--- src/rtl/snm_pkg.sv ---
package snm_pkg;

    typedef logic [7:0] pixel_t;
    typedef pixel_t [2:0] pixel3_t;
    typedef pixel_t [8:0] pixel9_t;

    // Control that travels beside the data through every stage.
    typedef struct packed {
        logic   valid;
        logic   filter;
        pixel_t centre;
    } ctrl_t;

    localparam pixel_t PIX_MIN = 8'h00;
    localparam pixel_t PIX_MAX = 8'hFF;

    localparam int unsigned TAP_PAIRS = 4;
    localparam int unsigned TAP_COUNT = 2 * TAP_PAIRS + 1;

    localparam logic [3:0] TAP_MODE_RESET    = 4'd1;
    localparam logic       PROCESS_ALL_RESET = 1'b0;

    // Configuration register indexes.
    localparam logic CFG_TAP_MODE    = 1'b0;
    localparam logic CFG_PROCESS_ALL = 1'b1;

    function automatic pixel_t pix_min(input pixel_t a, input pixel_t b);
        return (a < b) ? a : b;
    endfunction

    function automatic pixel_t pix_max(input pixel_t a, input pixel_t b);
        return (a < b) ? b : a;
    endfunction

    function automatic pixel_t med3(input pixel_t a, input pixel_t b, input pixel_t c);
        return pix_max(pix_min(a, b), pix_min(pix_max(a, b), c));
    endfunction

    // Returns the three values in ascending order, index 0 the smallest.
    function automatic pixel3_t sort3(input pixel_t a, input pixel_t b, input pixel_t c);
        pixel3_t s;
        s[0] = pix_min(pix_min(a, b), c);
        s[1] = med3(a, b, c);
        s[2] = pix_max(pix_max(a, b), c);
        return s;
    endfunction

endpackage

--- src/rtl/snm_tap_gather.sv ---
module snm_tap_gather
    import snm_pkg::*;
(
    input  logic           clk,
    input  logic           rst_n,
    input  logic           en,
    input  logic           in_valid,
    input  pixel9_t        in_pixels,
    input  logic           suspect,
    input  logic [3:0]     tap_mode,
    input  logic           process_all,
    output pixel9_t        taps,
    output ctrl_t          ctrl
);

    pixel9_t taps_reg;
    pixel9_t taps_next;
    ctrl_t   ctrl_next;
    logic    valid_reg;
    logic    filter_reg;
    pixel_t  centre_reg;

    // A pair that is not selected becomes the darkest and brightest values,
    // which leaves the median of the remaining taps unchanged.
    always_comb
    begin
        taps_next[0] = in_pixels[0];
        for (int p = 0; p < TAP_PAIRS; p++)
        begin
            if (tap_mode[p])
            begin
                taps_next[2 * p + 1] = in_pixels[2 * p + 1];
                taps_next[2 * p + 2] = in_pixels[2 * p + 2];
            end
            else
            begin
                taps_next[2 * p + 1] = PIX_MIN;
                taps_next[2 * p + 2] = PIX_MAX;
            end
        end
        ctrl_next.valid  = in_valid;
        ctrl_next.filter = process_all | suspect;
        ctrl_next.centre = in_pixels[0];
    end

    always_ff @(posedge clk or negedge rst_n)
    begin
        if (!rst_n)
        begin
            valid_reg <= 1'b0;
        end
        else if (en)
        begin
            valid_reg <= ctrl_next.valid;
        end
    end

    always_ff @(posedge clk)
    begin
        if (en)
        begin
            taps_reg   <= taps_next;
            filter_reg <= ctrl_next.filter;
            centre_reg <= ctrl_next.centre;
        end
    end

    assign taps = taps_reg;
    assign ctrl = {valid_reg, filter_reg, centre_reg};

endmodule

--- src/rtl/snm_median9.sv ---
module snm_median9
    import snm_pkg::*;
(
    input  logic    clk,
    input  logic    rst_n,
    input  logic    en,
    input  pixel9_t taps,
    input  ctrl_t   ctrl_in,
    output pixel_t  result,
    output logic    result_valid
);

    // Stage A: each row of three sorted.
    pixel3_t row0_reg, row1_reg, row2_reg;
    pixel3_t row0_next, row1_next, row2_next;
    logic    valid_a_reg;
    logic    filter_a_reg;
    pixel_t  centre_a_reg;

    // Stage B: max of minima, median of medians, min of maxima.
    pixel_t  lo_reg, mid_reg, hi_reg;
    pixel_t  lo_next, mid_next, hi_next;
    logic    valid_b_reg;
    logic    filter_b_reg;
    pixel_t  centre_b_reg;

    // Stage C: final median or the untouched centre.
    pixel_t  result_reg;
    pixel_t  result_next;
    logic    valid_c_reg;

    always_comb
    begin
        row0_next = sort3(taps[0], taps[1], taps[2]);
        row1_next = sort3(taps[3], taps[4], taps[5]);
        row2_next = sort3(taps[6], taps[7], taps[8]);

        lo_next  = pix_max(pix_max(row0_reg[0], row1_reg[0]), row2_reg[0]);
        mid_next = med3(row0_reg[1], row1_reg[1], row2_reg[1]);
        hi_next  = pix_min(pix_min(row0_reg[2], row1_reg[2]), row2_reg[2]);

        result_next = filter_b_reg ? med3(lo_reg, mid_reg, hi_reg)
                                   : centre_b_reg;
    end

    always_ff @(posedge clk or negedge rst_n)
    begin
        if (!rst_n)
        begin
            valid_a_reg <= 1'b0;
            valid_b_reg <= 1'b0;
            valid_c_reg <= 1'b0;
        end
        else if (en)
        begin
            valid_a_reg <= ctrl_in.valid;
            valid_b_reg <= valid_a_reg;
            valid_c_reg <= valid_b_reg;
        end
    end

    always_ff @(posedge clk)
    begin
        if (en)
        begin
            row0_reg     <= row0_next;
            row1_reg     <= row1_next;
            row2_reg     <= row2_next;
            filter_a_reg <= ctrl_in.filter;
            centre_a_reg <= ctrl_in.centre;

            lo_reg       <= lo_next;
            mid_reg      <= mid_next;
            hi_reg       <= hi_next;
            filter_b_reg <= filter_a_reg;
            centre_b_reg <= centre_a_reg;

            result_reg   <= result_next;
        end
    end

    assign result       = result_reg;
    assign result_valid = valid_c_reg;

endmodule

--- src/rtl/selectable_neighbour_median_top.sv ---
// A request accepted into the tap gather register passes through the row sort and column
// merge registers into the output register, from which the result can be taken.
// Throughput: one request per clock; the four-stage pipeline (tap gather, row sort,
// column merge, final median) holds as long as the output is taken every cycle.
// Backpressure stalls all four stages together, so nothing is lost or repeated.
// Reset (rst_n low, asynchronous) empties the pipeline and sets tap_mode to 1, process_all to 0.
module selectable_neighbour_median_top
    import snm_pkg::*;
(
    input  logic        clk,
    input  logic        rst_n,

    input  logic        s_axis_tvalid,
    output logic        s_axis_tready,
    // From bit 0 up: centre_pixel, prev_frame_pixel, next_frame_pixel, left_pixel,
    // right_pixel, above_pixel, below_pixel, above_two_pixel, below_two_pixel.
    input  logic [71:0] s_axis_tdata,
    // Bit 0: suspect.
    input  logic        s_axis_tuser,

    output logic        m_axis_tvalid,
    input  logic        m_axis_tready,
    // Bits 7:0: cleaned_pixel.
    output logic [7:0]  m_axis_tdata,

    input  logic        cfg_we,
    input  logic        cfg_index,
    input  logic [3:0]  cfg_data
);

    logic [3:0] tap_mode_reg;
    logic       process_all_reg;

    pixel9_t    in_pixels;
    pixel9_t    taps;
    ctrl_t      gather_ctrl;
    pixel_t     result;
    logic       result_valid;
    logic       en;

    // The whole pipeline moves whenever the output register is empty or
    // being drained this cycle. A request enters in the same condition.
    assign en            = !result_valid || m_axis_tready;
    assign s_axis_tready = en;

    // The stream word packs the centre and its eight neighbours, centre lowest.
    assign in_pixels = pixel9_t'(s_axis_tdata);

    // Configuration must only be written while the pipeline is empty, so the registers
    // feed the gather stage directly; the user is bound to this, the block does not enforce it.
    always_ff @(posedge clk or negedge rst_n)
    begin
        if (!rst_n)
        begin
            tap_mode_reg    <= TAP_MODE_RESET;
            process_all_reg <= PROCESS_ALL_RESET;
        end
        else if (cfg_we)
        begin
            unique case (cfg_index)
                CFG_TAP_MODE:    tap_mode_reg    <= cfg_data;
                CFG_PROCESS_ALL: process_all_reg <= cfg_data[0];
            endcase
        end
    end

    // First stage: unselected neighbour pairs are replaced by a darkest and
    // brightest pair so the sorting network always sees nine values.
    snm_tap_gather u_gather (
        .clk         (clk),
        .rst_n       (rst_n),
        .en          (en),
        .in_valid    (s_axis_tvalid),
        .in_pixels   (in_pixels),
        .suspect     (s_axis_tuser),
        .tap_mode    (tap_mode_reg),
        .process_all (process_all_reg),
        .taps        (taps),
        .ctrl        (gather_ctrl)
    );

    // Stages two to four: median of nine by sorting rows, merging columns,
    // and taking the median of the three survivors. The last stage is the
    // output register, which also selects the centre for unfiltered pixels.
    snm_median9 u_median (
        .clk          (clk),
        .rst_n        (rst_n),
        .en           (en),
        .taps         (taps),
        .ctrl_in      (gather_ctrl),
        .result       (result),
        .result_valid (result_valid)
    );

    assign m_axis_tvalid = result_valid;
    assign m_axis_tdata  = result;

endmodule

--- config.mk ---
export PLATFORM = sky130hd
export DESIGN_NAME = selectable_neighbour_median_top
export DESIGN_NICKNAME = d
export VERILOG_FILES = /design/src/rtl/snm_pkg.sv /design/src/rtl/snm_tap_gather.sv /design/src/rtl/snm_median9.sv /design/src/rtl/selectable_neighbour_median_top.sv
export SDC_FILE = /design/constraint.sdc
export NUM_CORES = 1
export LEC_CHECK = 0
export BUFFER_PORTS_ARGS = -buffer_cell sky130_fd_sc_hd__buf_2
export CAP_MARGIN = 20
export CORE_MARGIN = 2
export CORE_UTILIZATION = 50
export DETAILED_ROUTE_END_ITERATION = 8
export PLACE_DENSITY_LB_ADDON = 0.25
export SLEW_MARGIN = 25
export SYNTH_ARGS = -nofsm -noshare
export SYNTH_HDL_FRONTEND = slang
export SYNTH_SLANG_ARGS = --single-unit
--- constraint.sdc ---
create_clock -name clk -period 8.73 [get_ports clk]
set_input_delay 0.873 -clock clk [delete_from_list [all_inputs] [get_ports clk]]
set_output_delay 0.873 -clock clk [all_outputs]
set_load 0.02 [all_outputs]
==> impl_metrics.py, run 1 <==
metrics = {
    "worst_setup_path": {
        "cp-endpoint": "u_median.row0_reg[9]",
        "startpoint": "u_gather.taps[1]",
        "r2r_cells": 19,
        "reg2reg_slack_ns": 2.50,
        "path_class": "reg -> reg",
        "worstPathRequired_ns": 9.08,
        "critPathCaptureType": "flip-flop",
        "crit_path_max_fanout": 23,
        "startpoint_type": "flip-flop",
        "cp.arrival_ns": 6.58,
        "timing.rr.start": "u_gather.taps[1]",
        "r2r-end": "u_median.row0_reg[9]",
    },
    "synthesis": {
        "synth_xor_xnor_area_share": 0,
        "ys_types": 62,
        "synthTopCellsByArea": "edfxtp_1 44%, ha_1 14%, mux2i_1 7.7%, mux2_2 5.5%, inv_1 3.8%",
        "yosysMostFrequentCell": "edfxtp_1",
        "synth_fa_ha_area_frac": 0.144,
        "synth_nets": 1429,
        "async_flop_share": 0.0441,
        "synthMuxAreaShare": 0.132,
        "synth_top_area_frac": 0.438,
        "syn_inst": 1192,
        "synth-simple-area-share": 0.0973,
        "syn-cell-area_sq_um": 13400,
        "seq_area_frac_synth": 0.455,
        "yosys-top-cells-count": "195 x edfxtp_1, 154 x ha_1, 136 x inv_1, 103 x mux2i_1, 87 x nand2_1",
        "synth-compound-area-share": 0.126,
        "synth_edf_count": 195,
        "yosysTopAreaCell": "edfxtp_1",
        "ys_ff_latch": 204,
        "avgSynthCellArea_sq_um": 11.2,
        "yosysWarnings": 0,
        "ys.flop_type": "edfxtp_1",
        "synth_top_family_by_area": "adder cells",
    },
    "layout": {
        "ff_latch_area_sq_um": 6080,
        "fillers": 2218,
        "diodes": 0,
        "multiInputGateArea_sq_um": 6700,
        "syn_to_final_growth_pct": 12.3,
        "design_area_sq_um": 15000,
        "drive_gt1_frac": 0.171,
        "nets": 1524,
        "largest_reg_flops": 72,
    },
    "sta": {
        "worst_pin_slew_ns": 0.968,
        "hold_violations": 0,
        "fin_crit_ns": 6.23,
        "slew_headroom": 0.355,
        "fin_setup_tns_ns": 0,
        "fin_crit_sh": 0.714,
        "max_freq_mhz": 161,
        "setup_violations": 0,
        "clock_skew_ns": 0.0268,
        "finalMaxSlewViolations": 0,
        "rsz0062_at_grt": "no",
    },
    "route": {
        "vias": 9097,
        "drc": 0,
        "ant_nets": 0,
        "via_per_inst": 5.55,
        "routed_wl_um": 29000,
        "firstDrtPassIters": 6,
        "drt-initial-drc-count": 714,
        "drt-wirelength-per-cell_um": 17.7,
    },
    "grt": {
        "grt_max_degree": 78,
        "grt_use_total": 0.207,
        "antenna_found_initial": 0,
        "grt_pass1_wl_um": 46100,
        "grt_pass1_vias": 8796,
        "grt.overflow.total": 0,
    },
    "place": {
        "place_congestion": 0.893,
        "hpwl_um": 22700,
        "port_buffers": 92,
        "place_area_sq_um": 14200,
    },
    "clock_tree": {
        "post_cts_resized": 0,
        "cts_tree": "done",
        "clk_latency_ns": 0.53,
        "ctsHtreeMaxLevel": 1,
        "cts_sinks": 204,
        "postCtsHoldBufs": 0,
        "clk_pin_slew_ns": 0.06,
        "cts_setup_buffers": 0,
        "clk_path_buf_depth": 3,
        "numCtsBuffers": 24,
        "ctsRootBufferMaster": "clkbuf_16",
    },
    "die": {
        "die-area_sq_um": 28100,
        "initial_utilization": 0.512,
        "pin_count": 93,
        "fp.coreArea_sq_um": 26100,
        "die_width_um": 168,
        "num_rows": 59,
        "die_height_um": 168,
    },
    "outcome": {
        "status": "completed",
    },
    "worst_hold_path": {
        "min_path_type": "in -> async",
    },
    "run": {
        "drv_cap": 0,
    },
}
## stage by stage
step	instances	utilization	setup slack [ns]	hold slack, ns
floorplan	1192	-	2.07	0.400
global placement	1595	0.542	2.83	0.402
detailed placement	1595	0.542	2.66	0.409
CTS	1639	0.574	2.62	0.215
global route	1640	0.575	2.22	0.220
finish	1640	0.575	2.50	0.219
## logic make-up (layout without fill, tap and decap cells)
| logic type | after synthesis | after routing |
|---|---|---|
| and+or+nand+nor | 257 | 257 |
| AOI/OAI and AO/OA | 246 | 246 |
| DFF | 204 | 204 |
| muxes | 168 | 168 |
| buffers and inverters | 163 | 276 |
| adders and majority gates | 154 | 154 |
## worst max-delay path: stages (launching register included)
cell and delay, ns:
edfxtp_1 0.43, ha_1 0.32, a2111oi_2 0.30, o21bai_1 0.17
a41oi_4 0.61, mux2_2 0.44, ha_1 0.30, a21o_1 0.16
a21o_1 0.16, a21oi_1 0.30, a21boi_0 0.43, a41oi_4 0.20
mux2i_1 0.35, ha_1 0.29, a21o_1 0.16, a21o_1 0.17
a221oi_1 0.39, nand3b_1 0.20, o21ai_4 0.37, mux2i_1 0.28
## cell usage in the layout, fill, tap and decap left out, types with 6 or more instances in the layout
cell and instances:
a2111oi_0 6, a211oi_1 9, a21o_1 36, a21oi_1 42
and2_1 32, buf_2 92, clkbuf_16 24, clkinv_2 6
dfrtp_1 8, edfxtp_1 195, ha_1 154, inv_1 136
mux2_2 65, mux2i_1 103, nand2_1 87, nand2b_1 46
nand4_1 17, nor2_1 35, nor2b_1 8, nor3_1 9
o21a_1 13, o21ai_0 83
## layout make-up
type,instances,share of cell area
Tap cell,335,0.0279
Multi-Input combinational cell,825,0.445
Sequential cell,204,0.405
Clock inverter,15,0.0129
Inverter,136,0.0340
Clock buffer,29,0.0425
Timing Repair Buffer,96,0.0326
## layer usage
| layer | vias to the layer above | global-route usage | routed length [um] |
|---|---|---|---|
| met2 | 209 | 0.339 | 13700 |
| met1 | 4250 | 0.294 | 13400 |
| li1 | 4595 | - | - |
| met3 | 43 | 0.0255 | 1390 |
| met5 | - | 0 | 0 |
| met4 | 0 | 0.0495 | 501 |
## how the worst min path moves through the flow
| stage | endpoint | depth (start not counted) | slack [ns] |
|---|---|---|---|
| 2_1_floorplan | u_median.centre_b_reg[0] | 0 | 0.40 |
| 3_3_place_gp | u_median.centre_b_reg[7] | 0 | 0.40 |
| 3_5_place_dp | u_median.centre_b_reg[6] | 0 | 0.41 |
| 4_1_cts | tap_mode_reg[3] | 1 | 0.21 |
| 5_1_grt | tap_mode_reg[3] | 1 | 0.22 |
| 6_report | tap_mode_reg[3] | 1 | 0.22 |
Power of run 1 is left out: the tool's default activity adds up to more than one toggle a clock period on the data nets, which glitch-free logic cannot reach.
==> inputs of run 2 (changes only) <==
Clock period 8.73 ns to 5.5 ns, I/O delays scaled along.
==> run 2 against run 1 <==
  * Final cell count rose by 2.5%
  * Cell area rose by 4.1%
  * Critical path depth rose by 1
  * Core utilization rose by 2.4 points
  * Sequential share of layout area fell by 1.6 points
  * Clock skew fell by 0.015 ns
  * Non-clock buffer count rose by 42
  * Worst hold slack got worse by 0.0090 ns
  * Die area did not move
  * Critical endpoint is now u_median.row0_reg[15]
  * Via count rose by 3.5%
==> impl_metrics.py, run 2 (synthesis gave the netlist of run 1 again) <==
metrics = {
    "route": {
        "vias": 9414,
        "via_per_inst": 5.60,
        "routed_wl_um": 29900,
        "ant_nets": 0,
        "firstDrtPassIters": 5,
        "drt-wirelength-per-cell_um": 17.8,
        "drc": 0,
        "drt-initial-drc-count": 682,
    },
    "clock_tree": {
        "clk_pin_slew_ns": 0.06,
        "clk_latency_ns": 0.51,
        "ctsHtreeMaxLevel": 1,
        "clk_path_buf_depth": 3,
        "numCtsBuffers": 23,
        "cts_sinks": 204,
        "ctsRootBufferMaster": "clkbuf_16",
        "cts_tree": "done",
    },
    "layout": {
        "drive_gt1_frac": 0.216,
        "final_common_cell": "edfxtp_1",
        "diodes": 0,
        "syn_to_final_growth_pct": 17.0,
        "largest_reg_flops": 72,
        "nets": 1566,
        "fin_util": 0.599,
        "fillers": 2156,
        "final_cell_mix": "195 x edfxtp_1, 154 x ha_1, 136 x inv_1",
    },
    "sta": {
        "slew_headroom": 0.434,
        "fin_crit_ns": 5.39,
        "fin_setup_tns_ns": 0,
        "worst_pin_slew_ns": 0.849,
        "max_freq_mhz": 185,
        "finalMaxSlewViolations": 0,
        "clock_skew_ns": 0.0121,
        "setup_violations": 0,
        "fin_crit_sh": 0.981,
        "rsz0062_at_grt": "yes",
        "layout_setup_ws_ns": 0.106,
        "hold_violations": 0,
    },
    "worst_setup_path": {
        "startpoint_type": "flip-flop",
        "timing.rr.start": "u_gather.taps[1]",
        "reg2reg_slack_ns": 0.11,
        "cp.arrival_ns": 5.71,
        "critPathCaptureType": "flip-flop",
        "r2r_cells": 20,
        "path_class": "reg -> reg",
        "crit_path_max_fanout": 10,
        "worstPathRequired_ns": 5.82,
        "r2r-end": "u_median.row0_reg[15]",
    },
    "grt": {
        "antenna_found_initial": 0,
        "grt_use_total": 0.210,
        "grt_pass1_vias": 9103,
        "grt_max_degree": 195,
        "grt.overflow.total": 0,
        "grt_pass1_wl_um": 47100,
    },
    "die": {
        "pin_count": 93,
        "initial_utilization": 0.512,
        "num_rows": 59,
        "die-area_sq_um": 28100,
        "die_height_um": 168,
        "fp.coreArea_sq_um": 26100,
        "die_width_um": 168,
    },
    "run": {
        "drv_cap": 0,
    },
    "place": {
        "place_ws_ns": -0.294,
        "port_buffers": 92,
        "hpwl_um": 22800,
        "place_congestion": 0.880,
    },
    "worst_hold_path": {
        "min_path_type": "in -> reg",
        "min_from": "s_axis_tdata[2]",
        "min_delay_path_depth": 1,
        "whs_endpoint": "u_gather.taps[2]",
    },
    "outcome": {
        "status": "completed",
    },
}
==> run 2: cell types whose count changed in the layout (fill, tap and decap cells not counted), sizes merged <==
cell         delta
clkinvlp        -1
dlygate4sd3     +1
buf            +41
bufinv          +2
o31ai           +1
inv             +1
clkinv          -3
clkbuf          -1
==> run 2: worst max-delay path by stage <==
stage,cells past startpoint,from,end
finish,20,u_gather.taps[1],u_median.row0_reg[15]
detailed placement,19,u_gather.taps[1],u_median.row0_reg[13]
global route,21,u_gather.taps[3],u_median.row0_reg[15]
floorplan,20,u_gather.taps[1],u_median.row0_reg[8]
global placement,19,u_gather.taps[1],u_median.row0_reg[9]
CTS,20,u_gather.taps[1],u_median.row0_reg[9]
==> run 2: area by class of cell <==
| class | count | area [sq um] | area share |
|---|---|---|---|
| multi-input combinational | 826 | 6900 | 0.441 |
| sequential | 204 | 6080 | 0.389 |
| timing repair buffer | 138 | 885 | 0.0565 |
| clock buffer | 28 | 614 | 0.0392 |
| inverter | 136 | 510 | 0.0326 |
| tap | 335 | 419 | 0.0268 |
| clock inverter | 14 | 238 | 0.0152 |
==> run 2: repair_timing <==
item,in CTS,in global routing
hold buffers,1,0
resized for setup,11,38
pin swaps,1,5
gates cloned,0,1
hold endpoints to repair,8,0
buffers inserted,3,13
endpoints found under the setup margin,15,38
==> run 2: per-layer routing <==
layer,GRT usage,vias to the layer above,share of wire
li1,-,4679,-
met1,0.293,4481,0.46
met2,0.353,210,0.48
met3,0.0229,44,0.036
met4,0.0488,0,0.023
met5,0,-,0
==> run 2: metrics by stage <==
step	hold WS, ns	instance area [sq um]	cells
after floorplan	0.254	13400	1192
after global placement	0.402	14400	1620
after detailed placement	0.405	14400	1620
after CTS	0.181	15300	1666
after global routing	0.188	15700	1681
final	0.210	15700	1681
==> run 2: critical path: stages (launching register included) <==
cell and delay [ns]:
edfxtp_1 0.46, ha_1 0.35, a2111oi_4 0.32, o21bai_2 0.14
a41oi_4 0.24, buf_6 0.18, mux2_2 0.38, ha_1 0.32
nand4_1 0.16, a21oi_2 0.21, a21boi_4 0.09, a41oi_4 0.26
mux2i_2 0.32, ha_1 0.30, a21o_1 0.16, a21o_1 0.18
a221oi_2 0.30, nand3b_1 0.16, o21ai_4 0.20, buf_12 0.16
mux2i_2 0.30
Power of run 2 is left out for the same reason.
